<file path="src/hw/rtl/bucketed_hash_table_insert_unit_assert.svh">
// ----------------------------------------------------------------------------
// bucketed hash table insert unit: assertion macros
// shared concurrent assertion forms, clocked on clk_i and off in reset
// ----------------------------------------------------------------------------
`ifndef BUCKETED_HASH_TABLE_INSERT_UNIT_ASSERT_SVH
`define BUCKETED_HASH_TABLE_INSERT_UNIT_ASSERT_SVH

// same-cycle implication
`define BHTI_ASSERT_NOW(label, ante, cons) \
  label: assert property (@(posedge clk_i) disable iff (!rst_ni) (ante) |-> (cons)) \
    else $error("bhti assertion failed");

// next-cycle implication
`define BHTI_ASSERT_NEXT(label, ante, cons) \
  label: assert property (@(posedge clk_i) disable iff (!rst_ni) (ante) |=> (cons)) \
    else $error("bhti assertion failed");

`endif

</file>
<file path="src/hw/rtl/bhti_pkg.sv">
// ----------------------------------------------------------------------------
// bhti_pkg
// types and constants of the bucketed hash table insert unit
// ----------------------------------------------------------------------------
package bhti_pkg;

  localparam int IndexBitsDef  = 12;
  localparam int ProbeLimitDef = 19;
  localparam int HashShiftDef  = 10;

  localparam int THR_W        = 5;
  localparam int FILE_NUM_W   = 17;
  localparam int OFFSET_W     = 27;
  localparam int WORD_W       = 64;
  localparam int STATUS_W     = 2;
  localparam int PROBE_SLOT_W = 5;
  localparam int ENTRY_W      = 13;

  localparam logic [THR_W-1:0] THR_RESET = 5'd11;

  typedef enum logic [STATUS_W-1:0] {
    BHTI_ST_STORED = 2'd0,
    BHTI_ST_DEEP   = 2'd1,
    BHTI_ST_FULL   = 2'd2
  } bhti_status_e;

  typedef enum logic [1:0] {
    BHTI_CLEAR,
    BHTI_IDLE,
    BHTI_PROBE
  } bhti_state_e;

  typedef struct packed {
    logic [WORD_W-1:0]     digest_word0;
    logic [WORD_W-1:0]     digest_word1;
    logic [WORD_W-1:0]     digest_word2;
    logic [WORD_W-1:0]     digest_word3;
    logic [FILE_NUM_W-1:0] file_number;
    logic [OFFSET_W-1:0]   byte_offset;
  } bhti_in_t;

  typedef struct packed {
    bhti_status_e            status;
    logic [PROBE_SLOT_W-1:0] probe_slot;
    logic [ENTRY_W-1:0]      entry_index;
  } bhti_out_t;

  typedef struct packed {
    logic rd_en;
    logic wr_en;
    logic wr_val;
  } bhti_occ_ctl_t;

endpackage

</file>
<file path="src/hw/rtl/bhti_seq.sv">
// ----------------------------------------------------------------------------
// bhti_seq
// probe sequencer: clears the map, walks the probe window, writes the entry
// ----------------------------------------------------------------------------
`include "bucketed_hash_table_insert_unit_assert.svh"

module bhti_seq #(
  parameter int INDEX_BITS  = 12,
  parameter int PROBE_LIMIT = 19,
  parameter int HASH_SHIFT  = 10,
  parameter int DEPTH       = 4114,
  parameter int ADDR_W      = 13
) (
  input  logic                          clk_i,
  input  logic                          rst_ni,
  input  logic                          start,
  input  bhti_pkg::bhti_in_t            item_i,
  output logic                          busy,
  output logic                          done_o,
  output bhti_pkg::bhti_out_t           result_o,
  input  logic [bhti_pkg::THR_W-1:0]    thr_i,
  output bhti_pkg::bhti_occ_ctl_t       occ_ctl_o,
  output logic [ADDR_W-1:0]             occ_rd_addr_o,
  output logic [ADDR_W-1:0]             occ_wr_addr_o,
  input  logic                          occ_rd_data_i,
  output logic                          ent_wr_en_o,
  output logic [ADDR_W-1:0]             ent_wr_addr_o,
  output bhti_pkg::bhti_in_t            ent_wr_data_o
);
  import bhti_pkg::*;

  localparam int SLOT_W = $clog2(PROBE_LIMIT + 1);
  localparam int CMP_W  = (SLOT_W > THR_W) ? SLOT_W : THR_W;
  localparam int SX_W   = (SLOT_W > PROBE_SLOT_W) ? SLOT_W : PROBE_SLOT_W;
  localparam int EX_W   = (ADDR_W > ENTRY_W) ? ADDR_W : ENTRY_W;

  bhti_state_e       state_q, state_d;
  logic [SLOT_W-1:0] slot_q, slot_d;
  logic [ADDR_W-1:0] addr_q, addr_d;
  logic [ADDR_W-1:0] home_q, home_d;
  logic [ADDR_W-1:0] clr_q, clr_d;
  bhti_in_t          item_q, item_d;
  logic              done_q, done_d;
  bhti_out_t         result_q, result_d;

  logic [31:0]           hval;
  logic [INDEX_BITS-1:0] home_c;
  logic [ADDR_W-1:0]     addr_inc;
  logic                  deep;
  logic [SX_W-1:0]       slot_x;
  logic [SX_W-1:0]       limit_x;
  logic [EX_W-1:0]       addr_x;
  logic [EX_W-1:0]       home_x;

  assign hval     = item_i.digest_word0[31:0] >> HASH_SHIFT;
  assign home_c   = {hval[INDEX_BITS-1:3], 3'b000};
  assign addr_inc = addr_q + ADDR_W'(1);
  assign deep     = CMP_W'(slot_q) >= CMP_W'(thr_i);
  assign slot_x   = SX_W'(slot_q);
  assign limit_x  = SX_W'(PROBE_LIMIT);
  assign addr_x   = EX_W'(addr_q);
  assign home_x   = EX_W'(home_q);

  always_ff @(posedge clk_i or negedge rst_ni) begin
    if (!rst_ni) begin
      state_q <= BHTI_CLEAR;
      clr_q   <= '0;
      done_q  <= 1'b0;
    end else begin
      state_q <= state_d;
      clr_q   <= clr_d;
      done_q  <= done_d;
    end
  end

  always_ff @(posedge clk_i) begin
    slot_q   <= slot_d;
    addr_q   <= addr_d;
    home_q   <= home_d;
    item_q   <= item_d;
    result_q <= result_d;
  end

  always_comb begin
    state_d       = state_q;
    slot_d        = slot_q;
    addr_d        = addr_q;
    home_d        = home_q;
    clr_d         = clr_q;
    item_d        = item_q;
    done_d        = 1'b0;
    result_d      = result_q;
    occ_ctl_o     = '0;
    occ_rd_addr_o = addr_inc;
    occ_wr_addr_o = addr_q;
    ent_wr_en_o   = 1'b0;
    case (state_q)
      BHTI_CLEAR: begin
        occ_ctl_o.wr_en  = 1'b1;
        occ_ctl_o.wr_val = 1'b0;
        occ_wr_addr_o    = clr_q;
        clr_d            = clr_q + ADDR_W'(1);
        if (clr_q == ADDR_W'(DEPTH - 1)) begin
          state_d = BHTI_IDLE;
        end
      end
      BHTI_IDLE: begin
        if (start) begin
          item_d          = item_i;
          home_d          = ADDR_W'(home_c);
          addr_d          = ADDR_W'(home_c);
          slot_d          = '0;
          occ_ctl_o.rd_en = 1'b1;
          occ_rd_addr_o   = ADDR_W'(home_c);
          state_d         = BHTI_PROBE;
        end
      end
      BHTI_PROBE: begin
        if (!occ_rd_data_i) begin
          occ_ctl_o.wr_en      = 1'b1;
          occ_ctl_o.wr_val     = 1'b1;
          ent_wr_en_o          = 1'b1;
          done_d               = 1'b1;
          result_d.status      = deep ? BHTI_ST_DEEP : BHTI_ST_STORED;
          result_d.probe_slot  = slot_x[PROBE_SLOT_W-1:0];
          result_d.entry_index = addr_x[ENTRY_W-1:0];
          state_d              = BHTI_IDLE;
        end else if (slot_q == SLOT_W'(PROBE_LIMIT - 1)) begin
          done_d               = 1'b1;
          result_d.status      = BHTI_ST_FULL;
          result_d.probe_slot  = limit_x[PROBE_SLOT_W-1:0];
          result_d.entry_index = home_x[ENTRY_W-1:0];
          state_d              = BHTI_IDLE;
        end else begin
          slot_d          = slot_q + SLOT_W'(1);
          addr_d          = addr_inc;
          occ_ctl_o.rd_en = 1'b1;
        end
      end
      default: begin
        state_d = BHTI_CLEAR;
      end
    endcase
  end

  assign busy          = state_q != BHTI_IDLE;
  assign done_o        = done_q;
  assign result_o      = result_q;
  assign ent_wr_addr_o = addr_q;
  assign ent_wr_data_o = item_q;

  `BHTI_ASSERT_NOW(a_done_after_probe, done_q, $past(state_q == BHTI_PROBE))
  `BHTI_ASSERT_NOW(a_occ_wr_state, occ_ctl_o.wr_en, state_q == BHTI_CLEAR || state_q == BHTI_PROBE)
  `BHTI_ASSERT_NEXT(a_start_probes, state_q == BHTI_IDLE && start, state_q == BHTI_PROBE)
  `BHTI_ASSERT_NOW(a_slot_in_window, state_q == BHTI_PROBE, slot_q < SLOT_W'(PROBE_LIMIT))

endmodule

</file>
<file path="config.mk">
export PLATFORM = sky130hd
export DESIGN_NAME = bhti_seq
export DESIGN_NICKNAME = d
export VERILOG_FILES = /design/src/hw/rtl/bhti_pkg.sv /design/src/hw/rtl/bhti_seq.sv
export VERILOG_INCLUDE_DIRS = /design/src /design/src/hw/rtl
export SDC_FILE = /design/constraint.sdc
export NUM_CORES = 1
export LEC_CHECK = 0
export BUFFER_PORTS_ARGS = -buffer_cell sky130_fd_sc_hd__buf_4
export CORE_AREA = 10 10 253 255
export CTS_CLUSTER_SIZE = 16
export DETAILED_ROUTE_END_ITERATION = 10
export DIE_AREA = 0 0 263 265
export PLACE_DENSITY = 0.39
export SLEW_MARGIN = 15
export SYNTH_ARGS = -nofsm -noshare
export SYNTH_HDL_FRONTEND = slang
export SYNTH_SLANG_ARGS = --single-unit
</file>
<file path="constraint.sdc">
create_clock -name clk_i -period 25.1 [get_ports clk_i]
set_input_delay 5.02 -clock clk_i [delete_from_list [all_inputs] [get_ports clk_i]]
set_output_delay 5.02 -clock clk_i [all_outputs]
set_load 0.01 [all_outputs]
</file>
== Yosys cells after proc, flatten, opt, wreduce, memory -nomap -nowiden ==
Index checks and enable logic that the tools add are counted.
Word-level totals
  register bits after elaboration: 363
  bits of input ports: 309
Operators by class
  $add $sub $neg: 3
  order comparisons: 1
  equality and inequality tests: 11
  multiplexer cells: 30
  reduce and logical (&&, ||, !) cells: 6
Operators by type and width (number)
  $mux 13: 6
  $mux 20: 2
  $add 13x1->13 const B: 2
  $pmux 13 s2: 1
  $mux 5: 3
  $eq 13x13->1 const B: 1
  $mux 2: 5
  $pmux 5 s2: 1
  $mux 1: 9
  $ne 2x2->1 const B: 4
  $pmux 2 s3: 1
  $add 5x1->5 const B: 1
  $eq 5x5->1 const B: 1
  $ge 5x5->1: 1
  $ne 2x1->1 const B: 2
  $pmux 2 s2: 1
  $reduce_and 2->1: 2
  $reduce_and 4->1: 1
  $ne 3x3->1 const B: 1
  $reduce_and 3->1: 1
  $eq 2x1->1 const B: 1
  $eq 2x2->1 const B: 1
  $logic_not 2->1: 1
  $pmux 1 s2: 1
  $reduce_bool 2->1: 1

== Longest topological paths before layout ==
  depth in word-level cells: 4
  gate-level depth with buffers: 6

== Worst setup path after synthesis ==
No wires, ideal clock.
  path type: input port to output port
  from: input start
  to: output occ_rd_addr_o[12]
  arrival time: 11.572 ns
  required time: 20.080 ns
  path slack: 8.508 ns
  stages: 3
  buffers on the path: 0
  cells stage by stage: nand2_1 -> inv_1 -> nor2_1
Between the ends
  cells in the longest elaborated chain, start to end: 2
RTL lines
  start, declared: line bhti_seq.sv:16  | input logic start,
  $mux 13: line bhti_seq.sv:108  | if (start) begin
  $mux 13: line bhti_seq.sv:97  | case (state_q)
  end, declared: line bhti_seq.sv:23  | output logic [ADDR_W-1:0] occ_rd_addr_o,
Every way passes these cells.

== Worst setup path after layout ==
Ends and elaborated chain as after synthesis.

==> Flow_metrics.wiki <==
{| class="wikitable"
! Metric !! Value
|-
| Run status || complete, no violations
|-
| Area of the multi-input gates || 1320 µm²
|-
| Pre-CTS setup slack || between 10 and 15 ns
|-
| Crit path required time || 20.08 ns
|-
| Avg Synthesized Cell Area || ~21 µm²
|-
| Half-perimeter wire length of the detailed placement result || 43.3 mm
|-
| DRT Pass-1 Iters || 4
|-
| Commonest cells after routing, fill and taps aside || 680 x buf_4, 338 x edfxtp_1, 44 x clkbuf_16
|-
| Chain of cells forming the critical path || buf_4 -> nand2_1 -> inv_8 -> nor2_1 -> buf_4
|-
| Die boundary height || 265 µm
|-
| Total of flip-flops plus latches after synthesis || 354
|-
| Max Clk Rate || around 0.086 GHz
|-
| Worst R2R Setup Slack || about 21 ns
|-
| Depth of the CTS H-tree || 2
|-
| Ratio of total power to cell area || 100 nW/µm²
|-
| Pin count of the biggest net entering global routing || around 110
|-
| Clock period minus final worst setup slack || about 12 ns
|-
| Final weighted congestion of routability-driven global placement || between 0.7 and 0.8
|-
| Total via count in the routed design || 7789
|-
| Combined global-route utilization of all metal layers || between 10% and 20%
|-
| Vias per Instance || 3.73
|-
| Share of Yosys cell area claimed by the top area cell type || between 80% and 90%
|-
| Synth async-reset ratio || 4.52%
|-
| Post-layout nets || about 1600
|-
| Most repeated library cell on the critical path || buf_4
|-
| Post-detailed-route wirelength per cell || roughly 26 µm
|-
| Slew at the pin closest to its max-slew limit || about 1 ns
|-
| Final count of hold timing violations || 0
|-
| Most common cell after layout, fill and taps aside || buf_4
|-
| Largest stage delay on the critical path || 0.78 ns
|-
| Core region area || around 59000 µm²
|-
| Primary flip-flop cell chosen by synthesis mapping || edfxtp_1
|-
| Number of setup buffers added after CTS || 0
|-
| Unrepaired setup endpoints after global routing || no
|-
| Setup WS post-layout || about 13 ns
|-
| Clock net sink count || between 300 and 400
|-
| Proportion of layout cells with a drive suffix above 1 || between 50% and 60%
|-
| Number of enable-type register cells in the synthesized netlist || around 340
|-
| Slowest-stage cell, CP || inv_8
|-
| Worst hold-check slack || just under 0.5 ns
|-
| FILL cells || between 5000 and 6000
|-
| Area occupied by registers || 10600 µm²
|-
| Leakage power summed over all cells || between 7 and 8 nW
|-
| Congestion Overflow GR || 0
|-
| Setup TNS || 0 ns
|-
| Worst clock skew || about 0.0094 ns
|-
| Number of CTS-inserted buffers || 43
|-
| Port Buffer Count || ~670
|-
| Cell type with the highest aggregate area in the netlist || edfxtp_1
|-
| Resized Gates After CTS || 0
|-
| Nets in the synthesized netlist || between 800 and 900
|-
| Total wire length after detailed routing || ~53 mm
|-
| HP Class || flip-flop to flip-flop
|-
| Seq/Total Area, Yosys || between 80% and 90%
|-
| Antenna violations before repair || 10
|-
| TritonCTS clock tree || done
|-
| Area Overhead vs Synth || 61.4%
|-
| DRT iter0 DRCs || between 400 and 500
|-
| Number of max-cap violations || 0
|-
| Worst-path maximum fanout || 104
|-
| Endpoint kind of the worst setup timing path || output port
|-
| Number of rows in the core area || 89
|-
| Worst rel slew slack || about 34%
|-
| Max-slew violations || 0
|-
| Largest cells by area after synthesis || edfxtp_1 85%, dfrtp_1 3.3%, mux2_2 1.7%
|-
| First-pass GRT wire length || ~71 mm
|-
| Final critical-path share of the clock period || between 40% and 50%
|-
| Critical path buffers and inverters || 3
|-
| Summed instance area of the synthesized netlist || approximately 12000 µm²
|-
| Warning count from the yosys run || 0
|-
| Max Buffers Root-to-Sink || 3
|-
| Cell family contributing the most delay on the critical path || buffers and inverters
|-
| Count of nets left with antenna violations after detail routing || 0
|-
| Library cells used by synthesis || 33
|-
| Clock transition at the register clock pins on the worst setup and hold paths after CTS || roughly 0.050 ns
|-
| Buffer type at the clock tree root || clkbuf_16
|-
| CP arrival || 6.65 ns
|-
| Die area || around 70000 µm²
|-
| Number of setup violations in the final report || 0
|-
| Post-route DRC violation count || 0
|-
| Cell count after synthesis || 566
|-
| Number of global-route vias before repair || ~8100
|-
| Later-pin clock latency in the skew report || ~0.55 ns
|-
| WS Path Type || input port to output port
|-
| Die Wd || about 260 µm
|-
| Count of boundary I/O pins || about 670
|-
| Starting density of the core || approximately a fifth
|-
| Fin cells || 2088
|-
| Max VDD drop || roughly 0.13 mV
|-
| Number of instances in the placed design || about 2000
|-
| Hold buffers post-CTS || 0
|-
| Crit start category || input port
|}
## worst reg2reg max path, delay by kind of cell (launching register included)
kind                     cells  cell delay [ns]
adder cells (fa/ha/maj)      1             0.20
buffers and inverters        4             2.67
flip-flops                   1             0.41
AND/OR/NAND/NOR              1             0.47
## kinds of logic (layout without fill, tap and decap cells)
| logic type | after synthesis | after routing | synth area share (%) |
|---|---|---|---|
| muxes | 20 | 20 | 1.87 |
| DFF | 354 | 354 | 88.2 |
| AOI/OAI and AO/OA | 33 | 33 | 1.58 |
| and+or+nand+nor | 94 | 94 | 4.08 |
| xor gates and xnor gates | 26 | 26 | 1.90 |
| other | 0 | 5 | 0 |
| adders and majority gates | 15 | 15 | 1.57 |
| buffers and inverters | 24 | 768 | 0.753 |
## Yosys cell counts, drive strengths merged (2+ instances only)
| cell | number |
|---|---|
| edfxtp | 338 |
| nor2 | 28 |
| a21oi | 21 |
| mux2 | 19 |
| dfrtp | 16 |
| xnor2 | 16 |
| ha | 15 |
| nand2 | 14 |
| inv | 13 |
| nor2b | 13 |
| clkbuf | 11 |
| nand3 | 11 |
| xor2 | 10 |
| and2 | 5 |
| and3 | 4 |
| o21ai | 4 |
| or2 | 4 |
| a21boi | 3 |
| nor4 | 3 |
| or4b | 3 |
| nand3b | 2 |
| nand4 | 2 |
| nor3 | 2 |
## stage by stage
step	instance area (µm²)	total power, mW	utilization, %
floorplan	12000	1.08	-
global placement	18000	1.38	30.6
detailed placement	18000	1.38	30.6
CTS	19300	1.98	32.8
global route	19300	2.04	32.8
finish	19300	1.93	32.8
## worst paths after layout
| check | from | end | cells past startpoint |
|---|---|---|---|
| max in group asynchronous | rst_ni | clr_q[5]$_DFFE_PN0P_ | 1 |
| worst min-delay path | clr_q[12]$_DFFE_PN0P_ | clr_q[12]$_DFFE_PN0P_ | 1 |
| worst max-delay path | start | occ_rd_addr_o[12] | 5 |
| min in group asynchronous | rst_ni | done_o$_DFF_PN0_ | 1 |
| worst max register to register | state_q[1]$_DFFE_PN0P_ | ent_wr_data_o[208]$_DFFE_PP_ | 6 |
| worst min register to register | clr_q[12]$_DFFE_PN0P_ | clr_q[12]$_DFFE_PN0P_ | 1 |
## power breakdown
part	internal [mW]	switching, mW	leakage, nW
clock network	0.333	0.244	0.629
registers	0.795	0.0560	3.33
logic	0.224	0.277	3.88
## final cells by class
type	count	area share, %
multi-input cells	188	6.86
clock inverters	19	0.642
diodes	5	0.0648
repair buffers	680	26.5
inverters	13	0.292
flip-flops and latches	354	54.7
clock buffers	56	5.99
well taps	773	5.01
## sequential cells by signal, indices dropped and copies added (netlist names)
| name | count |
|---|---|
| clr_q | 13 |
| done_o | 1 |
| ent_wr_addr_o | 13 |
| ent_wr_data_o | 300 |
| result_o | 20 |
| slot_q | 5 |
| state_q | 2 |
## layer usage
| metal | track usage, % | up-vias | part of all wire (%) |
|---|---|---|---|
| met4 | 2.75 | 8 | 1.1 |
| li1 | - | 3610 | - |
| met2 | 25.9 | 359 | 53 |
| met1 | 13.7 | 3761 | 33 |
| met3 | 9.36 | 51 | 13 |
| met5 | 0 | - | 0.088 |
No activity file was read; power rests on OpenSTA's default activity.
